**src/rtl/nwa_ring.sv**
```systemverilog
// nwa_ring: history store of normalized values, one write and one
// registered read port; depends on nothing
module nwa_ring #(
    parameter int DEPTH = 128
) (
    input  logic                     clk,
    input  logic                     wr_en,
    input  logic [$clog2(DEPTH)-1:0] wr_addr,
    input  logic [31:0]              wr_data,
    input  logic                     rd_en,
    input  logic [$clog2(DEPTH)-1:0] rd_addr,
    output logic [31:0]              rd_data
);

    logic [31:0] mem [DEPTH];
    logic [31:0] rd_data_reg;

    always_ff @(posedge clk)
    begin
        if (wr_en)
        begin
            mem[wr_addr] <= wr_data;
        end
    end

    always_ff @(posedge clk)
    begin
        if (rd_en)
        begin
            rd_data_reg <= mem[rd_addr];
        end
    end

    assign rd_data = rd_data_reg;

endmodule

```
**config.mk**
```make
export PLATFORM = sky130hd
export DESIGN_NAME = nwa_ring
export DESIGN_NICKNAME = d
export VERILOG_FILES = /design/src/rtl/nwa_ring.sv
export SDC_FILE = /design/constraint.sdc
export NUM_CORES = 2
export LEC_CHECK = 0
export ABC_AREA = 1
export BUFFER_PORTS_ARGS = -buffer_cell sky130_fd_sc_hd__buf_2
export CAP_MARGIN = 20
export CORE_UTILIZATION = 25
export CTS_BUF_LIST = sky130_fd_sc_hd__clkbuf_4 sky130_fd_sc_hd__clkbuf_8 sky130_fd_sc_hd__clkbuf_16
export CTS_CLUSTER_SIZE = 24
export DETAILED_ROUTE_END_ITERATION = 8
export GPL_TIMING_DRIVEN = 0
export PLACE_DENSITY = 0.38
export SLEW_MARGIN = 20
export SYNTH_ARGS = -nofsm -noshare
export SYNTH_HDL_FRONTEND = slang
export SYNTH_SLANG_ARGS = --single-unit
```
**constraint.sdc**
```tcl
create_clock -name clk -period 4.4 [get_ports clk]
set_input_delay 0.88 -clock clk [delete_from_list [all_inputs] [get_ports clk]]
set_output_delay 0.88 -clock clk [all_outputs]
set_load 0.05 [all_outputs]
```
; ---- Yosys cells after proc, flatten, opt, wreduce, memory -nomap -nowiden
; Memory sizes are Yosys's and may differ from the RTL's. A register that Yosys moved wholly into a read port is not among the register bits.
; Index checks and enable logic that the tools add are counted.
[op_classes]
muxes = 2
[op_table]
columns = operator, count
row1 = 1-bit two-way mux, 2
[word_totals]
register_bits = 0
n_memories = 1
word_cells = 3
in_bits = 49
ramBits = 4096
[mem_list]
columns = name, depth, width, read_ports, rd_clocked_by_memory_dff, wr, line
row1 = mem, 128, 32, 1, 1, 1, 15  ; logic [31:0] mem [DEPTH];

; ---- Depth between registers and ports, before layout
[logic_depth]
ltp_word = 2
depth_mapped = 13

; ---- Worst setup path before layout
; OpenSTA, ideal clock, no wires.
[synth_timing]
path_type = input port to flip-flop
startpoint = in wr_en
endpoint = mem mem[105][0] (enable)
stages = 4
t_required_ns = 3.979
setup_ns = 0.421
slack_ns = 1.122
arrival_time_ns = 2.857
cell_sequence = clkbuf_1 nand2_1 clkbuf_1 nor2_1
[synth_between]
elab_chain_cells = 2
[synth_lines]
columns = item, line
row1 = "start, declared", 7  ; input logic wr_en,
row2 = 1-bit two-way mux, 20  ; if (wr_en)
row3 = 1-bit two-way mux (not written as such), 22  ; mem[wr_addr] <= wr_data;
row4 = "end, declared", 15
; No other way between the ends.

==> report_table.html <==
<table>
<tr><th>Metric</th><th>Value</th></tr>
<tr><th colspan="2">Finish</th></tr>
<tr><td>Share of layout cells above drive strength 1</td><td>0.134</td></tr>
<tr><td>Final net count</td><td>14300</td></tr>
<tr><td>FF+latch area</td><td>124000 µm²</td></tr>
<tr><td>Post-synthesis to final-layout area growth</td><td>20.9%</td></tr>
<tr><td>Number of flip-flops under the largest register name</td><td>4096</td></tr>
<tr><td>Combined area of the multi-input logic cells</td><td>37300 µm²</td></tr>
<tr><td>FILL cells</td><td>66400</td></tr>
<tr><th colspan="2">Global routing</th></tr>
<tr><td>All-layer global routing usage</td><td>0.236</td></tr>
<tr><td>Overall overflow remaining after global route</td><td>0</td></tr>
<tr><td>Vias in the first global route</td><td>105000</td></tr>
<tr><td>Antenna violations before repair</td><td>106</td></tr>
<tr><td>First-pass GRT wire length</td><td>1050000 µm</td></tr>
<tr><td>Maximum number of pins on one net before global-route repair</td><td>90</td></tr>
<tr><th colspan="2">Power</th></tr>
<tr><td>Final Total Pwr</td><td>89.3 mW</td></tr>
<tr><td>Pleak</td><td>68.7 nW</td></tr>
<tr><td>Power density cells</td><td>448 nW/µm²</td></tr>
<tr><td>Worst IR drop on VDD</td><td>356 µV</td></tr>
<tr><th colspan="2">Yosys</th></tr>
<tr><td>Number of distinct library cell variants in the gate-level netlist after synthesis</td><td>14</td></tr>
<tr><td>Net count after synthesis</td><td>13400</td></tr>
<tr><td>Syn Inst Count</td><td>13400</td></tr>
<tr><td>Synthesized area per cell</td><td>12.3 µm²</td></tr>
<tr><td>Cell type contributing the most total cell area after synthesis</td><td>sky130_fd_sc_hd__edfxtp_1</td></tr>
<tr><td>Seq/Total Area, Yosys</td><td>0.751</td></tr>
<tr><td>Area of the mapped netlist</td><td>165000 µm²</td></tr>
<tr><td>Number of synthesized register bits</td><td>4128</td></tr>
<tr><td>Largest cells by area after synthesis</td><td>sky130_fd_sc_hd__edfxtp_1 (75%), sky130_fd_sc_hd__nand3_1 (12%), sky130_fd_sc_hd__nand2_1 (9.4%)</td></tr>
<tr><td>Fraction of synthesized cell area taken by the top area cell type</td><td>0.751</td></tr>
<tr><td>Synthesis warning total</td><td>0</td></tr>
<tr><th colspan="2">Run status</th></tr>
<tr><td>Result of the run</td><td>complete, but fails checks</td></tr>
<tr><td>Violations in the final reports</td><td>setup timing</td></tr>
<tr><th colspan="2">STA</th></tr>
<tr><td>Final-layout worst hold slack</td><td>0.0939 ns</td></tr>
<tr><td>Final Skew</td><td>0.119 ns</td></tr>
<tr><td>Clock period minus final worst setup slack</td><td>4.59 ns</td></tr>
<tr><td>Headroom to the max-slew limit</td><td>0.193</td></tr>
<tr><td>Final setup viols</td><td>8</td></tr>
<tr><td>Max-slew violation total from the final report</td><td>0</td></tr>
<tr><td>Period utilization</td><td>1.04</td></tr>
<tr><td>RSZ-0062 raised after global routing</td><td>no</td></tr>
<tr><td>Worst-case setup margin in the final layout</td><td>-0.188 ns</td></tr>
<tr><td>Number of hold-slack violations in the final timing report</td><td>0</td></tr>
<tr><td>Maximum operating frequency</td><td>0.218 GHz</td></tr>
<tr><td>Final-layout setup total negative slack</td><td>-0.689 ns</td></tr>
<tr><td>Worst-Margin Slew</td><td>1.21 ns</td></tr>
<tr><th colspan="2">Clock network</th></tr>
<tr><td>CTS H-tree depth</td><td>5</td></tr>
<tr><td>Clock root buffer</td><td>sky130_fd_sc_hd__clkbuf_16</td></tr>
<tr><td>Sink count of the clock tree</td><td>4128</td></tr>
<tr><td>CTS Buffer Depth</td><td>4</td></tr>
<tr><td>Clock network latency to the later pin of the worst-skew pair</td><td>1.14 ns</td></tr>
<tr><td>TritonCTS clock tree</td><td>yes</td></tr>
<tr><td>CTS clock-pin slew for the worst setup and hold paths</td><td>0.06 ns</td></tr>
<tr><td>Inserted Clock Buffers</td><td>456</td></tr>
<tr><th colspan="2">Run</th></tr>
<tr><td>Max-capacitance violation count</td><td>0</td></tr>
<tr><th colspan="2">Route</th></tr>
<tr><td>Aggregate routed wire length</td><td>811000 µm</td></tr>
<tr><td>DRC</td><td>0</td></tr>
<tr><td>Number of violations reported at the end of detailed-routing iteration 0</td><td>16900</td></tr>
<tr><td>Mean routed wirelength per cell</td><td>34.7 µm</td></tr>
<tr><td>Vias post-DR</td><td>116000</td></tr>
<tr><td>Number of vias per cell</td><td>4.97</td></tr>
<tr><td>Detail Route Antenna Nets</td><td>0</td></tr>
<tr><td>Number of search-and-repair iterations in the first detailed-routing pass</td><td>6</td></tr>
<tr><th colspan="2">Setup path</th></tr>
<tr><td>Startpoint class of the critical path</td><td>input port</td></tr>
<tr><td>Critical path capture point type</td><td>register</td></tr>
<tr><td>Highest net fanout along the worst path</td><td>10</td></tr>
<tr><td>Type of the worst setup path</td><td>input port to register</td></tr>
<tr><td>Worst EP arrival</td><td>5.38 ns</td></tr>
<tr><td>Required time at the worst-slack endpoint</td><td>5.19 ns</td></tr>
<tr><th colspan="2">Placement</th></tr>
<tr><td>Placed wire-length estimate after detailed placement</td><td>593000 µm</td></tr>
<tr><td>Final weighted congestion of routability-driven global placement</td><td>0.969</td></tr>
<tr><td>Count of input and output buffers</td><td>75</td></tr>
<tr><th colspan="2">Die</th></tr>
<tr><td>Die height</td><td>814 µm</td></tr>
<tr><td>Full die area</td><td>663000 µm²</td></tr>
<tr><td>Initial Util</td><td>0.251</td></tr>
<tr><td>Floorplan die width</td><td>814 µm</td></tr>
<tr><td>Number of top-level pins</td><td>81</td></tr>
<tr><td>Cell row count</td><td>298</td></tr>
<tr><td>Area of the core region</td><td>658000 µm²</td></tr>
<tr><th colspan="2">Hold path</th></tr>
<tr><td>HP Class</td><td>input port to register</td></tr>
</table>
[worst max-delay path, cell delays in order]
cell and delay (ns):
sky130_fd_sc_hd__buf_2 0.27, sky130_fd_sc_hd__inv_2 0.54, sky130_fd_sc_hd__buf_2 0.81, sky130_fd_sc_hd__clkbuf_1 0.83
sky130_fd_sc_hd__nand3_1 0.15, sky130_fd_sc_hd__nand3_1 0.26, sky130_fd_sc_hd__nand3_1 0.38, sky130_fd_sc_hd__nand3_1 0.63
sky130_fd_sc_hd__nand3_1 0.15, sky130_fd_sc_hd__nand2_1 0.39
[area by class of cell]
cell class                 instances  share of cell area
clock inverter                   244              0.0104
antenna                           62            0.000778
timing repair buffer             375              0.0400
tap                             8700              0.0546
inverter                          24            0.000477
multi-input combinational       8328               0.187
sequential                      4128               0.621
clock buffer                     578              0.0623
buffer                           909              0.0233
[metrics by stage]
| stage | util | std cells | area [µm²] | setup WS (ns) |
|---|---|---|---|---|
| detailed placement | 0.281 | 22500 | 185000 | -1.55 |
| finish | 0.303 | 23300 | 200000 | -0.188 |
| global placement | 0.268 | 22200 | 176000 | -3.52 |
| CTS | 0.303 | 23300 | 199000 | 0.0360 |
| floorplan | - | 13400 | 165000 | 1.12 |
| global route | 0.303 | 23300 | 199000 | 0.0835 |
[Yosys cell counts, drive strengths merged]
cell	number
nand2	4151
clkbuf	109
buf	800
edfxtp	4128
inv	24
nor3	8
nor2	134
nand3	4035
[timing repair]
item                                    4_1_cts  5_1_grt
buffers inserted                              0        0
gates resized for setup                       2        0
endpoints found under the setup margin       13        0
hold buffers                                  0        0
[worst paths after layout]
path                from           to  slack [ns]  cells after the start
max reg2reg  mem[53][27]  rd_data[27]        1.48                      8
min reg2reg  mem[120][1]   rd_data[1]        1.09                      8
min          wr_data[15]  mem[18][15]        0.09                      1
max           rd_addr[2]  rd_data[27]       -0.19                     10
[power breakdown]
group	switching [mW]	internal [mW]
clock	16.8	21.5
combinational	6.12	1.41
sequential	0.0497	43.5
[cells in the final DEF (no fill, tap or decap), types with 6 or more instances in the layout]
cell,count
sky130_fd_sc_hd__buf_1,84
sky130_fd_sc_hd__buf_12,129
sky130_fd_sc_hd__buf_16,170
sky130_fd_sc_hd__buf_2,659
sky130_fd_sc_hd__buf_4,88
sky130_fd_sc_hd__buf_6,11
sky130_fd_sc_hd__buf_8,34
sky130_fd_sc_hd__bufinv_16,27
sky130_fd_sc_hd__clkbuf_1,78
sky130_fd_sc_hd__clkbuf_16,462
sky130_fd_sc_hd__clkbuf_2,29
sky130_fd_sc_hd__clkbuf_4,118
sky130_fd_sc_hd__clkinv_1,123
sky130_fd_sc_hd__clkinv_16,8
sky130_fd_sc_hd__clkinv_2,66
sky130_fd_sc_hd__clkinv_8,6
sky130_fd_sc_hd__clkinvlp_4,7
sky130_fd_sc_hd__diode_2,62
sky130_fd_sc_hd__edfxtp_1,4128
sky130_fd_sc_hd__inv_1,20
sky130_fd_sc_hd__nand2_1,4151
sky130_fd_sc_hd__nand3_1,4035
sky130_fd_sc_hd__nor2_1,6
sky130_fd_sc_hd__nor2_4,128
sky130_fd_sc_hd__nor3_1,8
[metal layers]
metal	vias to the layer above	global-route usage	routed length, µm
met5	-	0	73
met4	12	0.0906	36300
met3	905	0.0424	68500
met2	5396	0.336	335000
met1	59900	0.353	371000
li1	49900	-	-
[cells by family (layout without fill, tap and decap cells)]
group                  Yosys count  count (layout)  synth area share
flip-flops                    4128            4128             0.751
buffers and inverters          933            2130            0.0284
other                            0              62                 0
AND/OR/NAND/NOR               8328            8328             0.220
Power figures use the tool's default switching activity.
