## config.mk

```make
export PLATFORM = sky130hd
export DESIGN_NAME = nwa_div
export DESIGN_NICKNAME = d
export VERILOG_FILES = /design/src/rtl/nwa_pkg.sv /design/src/rtl/nwa_div.sv
export SDC_FILE = /design/constraint.sdc
export NUM_CORES = 1
export LEC_CHECK = 0
export ABC_AREA = 1
export BUFFER_PORTS_ARGS = -buffer_cell sky130_fd_sc_hd__buf_2
export CORE_MARGIN = 10
export CORE_UTILIZATION = 45
export DETAILED_ROUTE_END_ITERATION = 10
export GPL_ROUTABILITY_DRIVEN = 0
export HOLD_SLACK_MARGIN = 0.06
export PLACE_DENSITY_LB_ADDON = 0.3
export SLEW_MARGIN = 40
export SYNTH_ARGS = -nofsm -noshare
export SYNTH_HDL_FRONTEND = slang
export SYNTH_SLANG_ARGS = --single-unit
```

## constraint.sdc

```tcl
create_clock -name clk -period 2.37 [get_ports clk]
set_input_delay 0.474 -clock clk [delete_from_list [all_inputs] [get_ports clk]]
set_output_delay 0.474 -clock clk [all_outputs]
set_load 0.02 [all_outputs]
```

## src/rtl/nwa_pkg.sv

```systemverilog
// nwa_pkg: item types, register indexes and fixed widths for the
// normalized window average unit; no dependencies
package nwa_pkg;

    localparam int CFG_INDEX_W = 2;
    localparam int CFG_DATA_W  = 17;
    localparam int SUM_W       = 39;
    localparam int COUNT_W     = 7;

    localparam logic [CFG_INDEX_W-1:0] REG_WINDOW_SIZE = 2'd0;
    localparam logic [CFG_INDEX_W-1:0] REG_AVG_COUNT   = 2'd1;
    localparam logic [CFG_INDEX_W-1:0] REG_LOW_BOUND   = 2'd2;
    localparam logic [CFG_INDEX_W-1:0] REG_INV_RANGE   = 2'd3;

    localparam logic [0:0] CMD_ADD   = 1'b0;
    localparam logic [0:0] CMD_CLEAR = 1'b1;

    localparam logic [6:0]  WINDOW_SIZE_RESET = 7'd100;
    localparam logic [16:0] INV_RANGE_RESET   = 17'd65536;

    typedef struct packed {
        logic [0:0]         command;
        logic signed [15:0] sample;
    } item_t;

    typedef struct packed {
        logic signed [31:0]  normalized;
        logic signed [31:0]  average;
        logic [COUNT_W-1:0]  held_count;
    } result_t;

    // handshake between the sequencer and the divider
    typedef struct packed {
        logic start;
    } div_ctrl_t;

    typedef struct packed {
        logic busy;
        logic done;
    } div_stat_t;

endpackage

```

## src/rtl/nwa_div.sv

```systemverilog
// nwa_div: serial signed divider, one quotient bit per cycle, sum over count
// depends on nwa_pkg
module nwa_div
    import nwa_pkg::*;
(
    input  logic                    clk,
    input  logic                    rst_n,
    input  div_ctrl_t               ctrl,
    input  logic signed [SUM_W-1:0] dividend,
    input  logic [COUNT_W-1:0]      divisor,
    output div_stat_t               stat,
    output logic signed [31:0]      quotient
);

    localparam int STEP_W = $clog2(SUM_W);
    localparam logic [STEP_W-1:0] STEP_LAST = STEP_W'(SUM_W - 1);

    logic               busy_reg;
    logic               done_reg;
    logic [STEP_W-1:0]  step_reg;
    logic               neg_reg;
    logic [SUM_W-1:0]   quo_reg;
    logic [COUNT_W-1:0] rem_reg;
    logic [COUNT_W-1:0] div_reg;

    logic [COUNT_W:0]   shifted;
    logic               fits;
    logic [COUNT_W:0]   trial;
    logic [SUM_W-1:0]   mag;
    logic [SUM_W-1:0]   signed_quo;

    assign mag     = dividend[SUM_W-1] ? (~dividend + 1'b1) : dividend;
    assign shifted = {rem_reg, quo_reg[SUM_W-1]};
    assign fits    = shifted >= {1'b0, div_reg};
    assign trial   = shifted - {1'b0, div_reg};

    always_ff @(posedge clk or negedge rst_n)
    begin
        if (!rst_n)
        begin
            busy_reg <= 1'b0;
            done_reg <= 1'b0;
            step_reg <= '0;
        end
        else
        begin
            done_reg <= !ctrl.start && busy_reg && (step_reg == STEP_LAST);
            if (ctrl.start)
            begin
                busy_reg <= 1'b1;
                step_reg <= '0;
            end
            else if (busy_reg)
            begin
                if (step_reg == STEP_LAST)
                begin
                    busy_reg <= 1'b0;
                end
                step_reg <= step_reg + 1'b1;
            end
        end
    end

    always_ff @(posedge clk)
    begin
        if (ctrl.start)
        begin
            neg_reg <= dividend[SUM_W-1];
            quo_reg <= mag;
            rem_reg <= '0;
            div_reg <= divisor;
        end
        else if (busy_reg)
        begin
            // remainder stays below the divisor, so it fits the count width
            rem_reg <= fits ? trial[COUNT_W-1:0] : shifted[COUNT_W-1:0];
            quo_reg <= {quo_reg[SUM_W-2:0], fits};
        end
    end

    // truncation toward zero: divide magnitudes, then restore the sign
    assign signed_quo = neg_reg ? (~quo_reg + 1'b1) : quo_reg;
    assign quotient   = signed_quo[31:0];
    assign stat.busy  = busy_reg;
    assign stat.done  = done_reg;

endmodule

```

## Word-level counts from Yosys, hierarchy flattened

Index checks and enable logic that the tools add are counted.

| storage, ports and cells | value |
|---|---|
| flip-flop bits (word level) | 62 |
| bits in latches | 0 |
| bits in writable memories | 0 |
| memory bits (read-only) | 0 |
| input bits | 49 |
| output and inout port bits | 34 |
| word-level logic and storage cells | 29 |
| memories | 0 |

| operators by class | value |
|---|---|
| add/subtract/negate cells | 4 |
| multiply operators | 0 |
| divide/modulo/power cells | 0 |
| magnitude comparators | 1 |
| equality and inequality tests | 1 |
| shifts and indexed selects | 0 |
| multiplexer cells | 10 |
| bitwise logic cells | 2 |
| reduce and logical (&&, ||, !) cells | 4 |

Operator list:

| cell | count |
|---|---|
| $mux 39 | 3 |
| $add 39x1->39 const B | 1 |
| $not 39->39 | 1 |
| $add 32x1->32 const B | 1 |
| $mux 32 | 1 |
| $not 32->32 | 1 |
| $mux 6 | 2 |
| $ge 8x7->1 | 1 |
| $mux 7 | 1 |
| $sub 7x7->7 | 1 |
| $add 6x1->6 const B | 1 |
| $eq 6x6->1 const B | 1 |
| $mux 1 | 3 |
| $logic_and 1x1->1 | 2 |
| $reduce_bool 2->1 | 1 |
| $logic_not 1->1 | 1 |

## Depth between registers and ports, before layout

| depth | value |
|---|---|
| depth after elaboration | 4 |
| gate-level depth with buffers | 11 |
| mapped depth without buffers | 11 |

## Worst setup path before layout

Ideal clock, no wire load.

| timing path | value |
|---|---|
| path type | flip-flop to output port |
| start point | register quo_reg[0] |
| end point | output quotient[16] |
| data arrival time | 1.594 ns |
| required time | 1.896 ns |
| setup slack | 0.302 ns |
| stages on the path, launching flop included | 11 |
| buffers on the path | 0 |
| cell sequence | edfxtp_1 inv_1 ha_1 nand2_1 nor2_2 nand2_1 nor2_2 nand2_1 nand2_1 o21ai_1 xor2_1 |

| on the way | value |
|---|---|
| word-level cells in the longest chain between the ends | 3 |

RTL lines:

| element | line | text |
|---|---|---|
| start, declared | nwa_div.sv:22 | `logic [SUM_W-1:0] quo_reg;` |
| start signal, assigned | nwa_div.sv:69 | `quo_reg <= mag;` |
| start signal, assigned | nwa_div.sv:77 | `quo_reg <= {quo_reg[SUM_W-2:0], fits};` |
| $not 32->32 | nwa_div.sv:82 | `assign signed_quo = neg_reg ? (~quo_reg + 1'b1) : quo_reg;` |
| $add 32x1->32 | nwa_div.sv:82 |  |
| $mux 32 | nwa_div.sv:82 |  |
| end, declared | nwa_div.sv:12 | `output logic signed [31:0] quotient` |

Every way passes these cells.

## Final worst setup path

| timing path | value |
|---|---|
| start point | register quo_reg[4] |
| end point | output quotient[13] |

Same word-level chain as after synthesis.

==> qor.csv <==
metric,value,unit
start_util,0.463,
maxSlewHeadroom,0.672,
hold_ws,314,ps
cpPeakStageDelay,470,ps
setup_viol,12,
synth_cells,743,
clock_sinks,62,
fillers,1056,
wl,14600,µm
rsz0062_at_grt,true,
min_path_type,input port to register,
ir_drop,0.351,mV
dp_hpwl,10900,µm
met3_usage,0.0398,
multi_input_area,0.00304,mm²
crit_arrival,1980,ps
skew,6.19,ps
switching_share,0.366,
cp_slowest_cell,edfxtp_1,
syn_area_per_cell,6.81,µm²
startpoint_type,register,
largest_reg_flops,39,
num-nets-final,901,
cts_tree,done,
clkPwrFrac,0.298,
antenna_found_initial,3,
die_h,126,µm
crit_chain,nor2_2 -> nand3_2 -> nor2_4 -> buf_4 -> nand2_1 -> nand2_1 -> o21ai_0 -> xor2_1 -> buf_4,
fmaxAchievable,408,MHz
required,1900,ps
grt_max_degree,48,
clk_pin_slew,60,ps
core.rowCount,38,
avgViaCountPerCell,5.17,
layout_commonest_cell,nand2_1,
die_area,0.0159,mm²
power.switching,1.53,mW
vias,5101,
intPower,2.65,mW
cts_max_path_buffers,2,
postRouteAntennaNets,0,
yosys_warnings,0,
drc_errors,0,
slew_violations,0,
dieWidth,126,µm
synth_area,0.00506,mm²
clockRootBuffer,clkbuf_16,
violations,setup timing,
r2r_slack,390,ps
synth_nets,804,
power_density,667,mW/mm²
core-area,0.0109,mm²
endpoint_kind,primary output,
drt_iter0_drc,419,
p_leak,2.94,nW
insertion_delay,330,ps
fin_ws,-79.9,ps
drive_gt1_frac,0.226,
first_pass_iters,5,
post_drt_wl_per_cell,14.7,µm
grt-ovfl-total,0,
design_area,0.00627,mm²
grt_pass1_wl,23600,µm
comb_power_share,0.355,
port_buffers,82,
syn2layout_area_growth,24.0,%
synth_edf_count,47,
groute.usage.overall,0.177,
postSynth.asyncResetShare,0.129,
synthDistinctLibCells,39,
finalHoldViolCount,0,
synth-seq-area-share,0.346,
synth_flop_cell,edfxtp_1,
fin_crit,2450,ps
placed_cell_area,0.00560,mm²
cts_buffers,9,
setup_tns,-586,ps
met1_usage,0.228,
timing.final.crit_share,1.03,
crit_fanout,4,
htreeDepth,3,
worst_pin_slew,493,ps
finalPower,4.18,mW
path_class,register to primary output,
seqCellArea,0.00175,mm²
use_met2,0.279,
final_cell_mix,"nand2_1, nor2_1, inv_1, nand3_1, buf_2",
ios,83,
sequentialPowerShare,0.347,
busiest_layer,met2,
maxCapViolations,0,
first_global_vias,4862,
ys_ff_latch,62,
status,"complete, but fails checks",
[path summary, 6_finish.rpt]
check                                         from                 endpoint  depth (start not counted)
hold / removal                          divisor[0]     div_reg[0]$_DFFE_PP_                          1
max in group asynchronous                    rst_n  step_reg[3]$_DFFE_PN0P_                          2
setup reg to reg             quo_reg[38]$_DFFE_PP_  rem_reg[1]$_SDFFE_PP0P_                          9
hold reg to reg            step_reg[5]$_DFFE_PN0P_  step_reg[5]$_DFFE_PN0P_                          1
min in group asynchronous                    rst_n  step_reg[2]$_DFFE_PN0P_                          2
setup / recovery              quo_reg[4]$_DFFE_PP_             quotient[13]                          9
[worst max-delay path, delay by kind of cell (launching register included)]
kind / cells / cell delay (ps)
AO/OA/AOI/OAI: 1 / 110
flip-flops: 1 / 470
XOR/XNOR: 1 / 190
buffers and inverters: 2 / 330
AND/OR/NAND/NOR: 5 / 550
[synthesized netlist by cell type (8+ instances only)]
| library cell | count | area (µm²) |
|---|---|---|
| nand2_1 | 212 | 796 |
| nor2_1 | 88 | 330 |
| inv_1 | 85 | 319 |
| nand3_1 | 79 | 395 |
| edfxtp_1 | 47 | 1410 |
| o21ai_0 | 45 | 225 |
| xor2_1 | 27 | 236 |
| nand4_1 | 19 | 119 |
| a21oi_1 | 18 | 90.1 |
| ha_1 | 11 | 138 |
| nor2_2 | 10 | 62.6 |
| nor3_1 | 10 | 50.1 |
| dfrtp_1 | 8 | 200 |
| nand3b_1 | 8 | 60.1 |
[cell families after synthesis]
family,synth area share
AND/OR/NAND/NOR,0.386
buffers and inverters,0.0915
AO/OA/AOI/OAI,0.0876
flip-flops,0.346
XOR/XNOR,0.0571
adder cells (fa/ha/maj),0.0312
[stage by stage]
step | setup WS [ps] | std cells | utilization
after floorplan | 302 | 743 | -
after global placement | 218 | 954 | 0.512
after detailed placement | 175 | 954 | 0.512
after CTS | -45.6 | 977 | 0.550
after global routing | -193 | 987 | 0.574
final | -79.9 | 987 | 0.574
[final cells by class]
class,instances,share of cell area
clock inverter,5,0.00499
inverter,88,0.0536
antenna,2,0.000798
clock buffer,11,0.0403
timing repair buffer,107,0.108
tap,140,0.0279
sequential,62,0.279
multi-input combinational,572,0.485
[metal layers]
| metal | routed length, µm | up-vias |
|---|---|---|
| li1 | - | 2625 |
| met1 | 6500 | 2292 |
| met2 | 6720 | 148 |
| met3 | 923 | 34 |
| met4 | 393 | 2 |
| met5 | 19 | - |
[power by group through the flow]
stage / Combinational [mW] / Clock [mW] / Sequential [mW]
global placement: 1.29 / 0 / 1.46
finish: 1.49 / 1.25 / 1.45
detailed placement: 1.31 / 0 / 1.46
floorplan: 0.970 / 0 / 1.43
global route: 1.67 / 1.32 / 1.47
CTS: 1.38 / 1.27 / 1.44
[timing repair]
action,in CTS,in global routing
resized for setup,25,57
setup endpoints to repair,14,25
buffers inserted,6,8
pin swaps,11,15
endpoints found under the hold margin,8,0
hold buffers,1,0
Power figures use the tool's default switching activity.
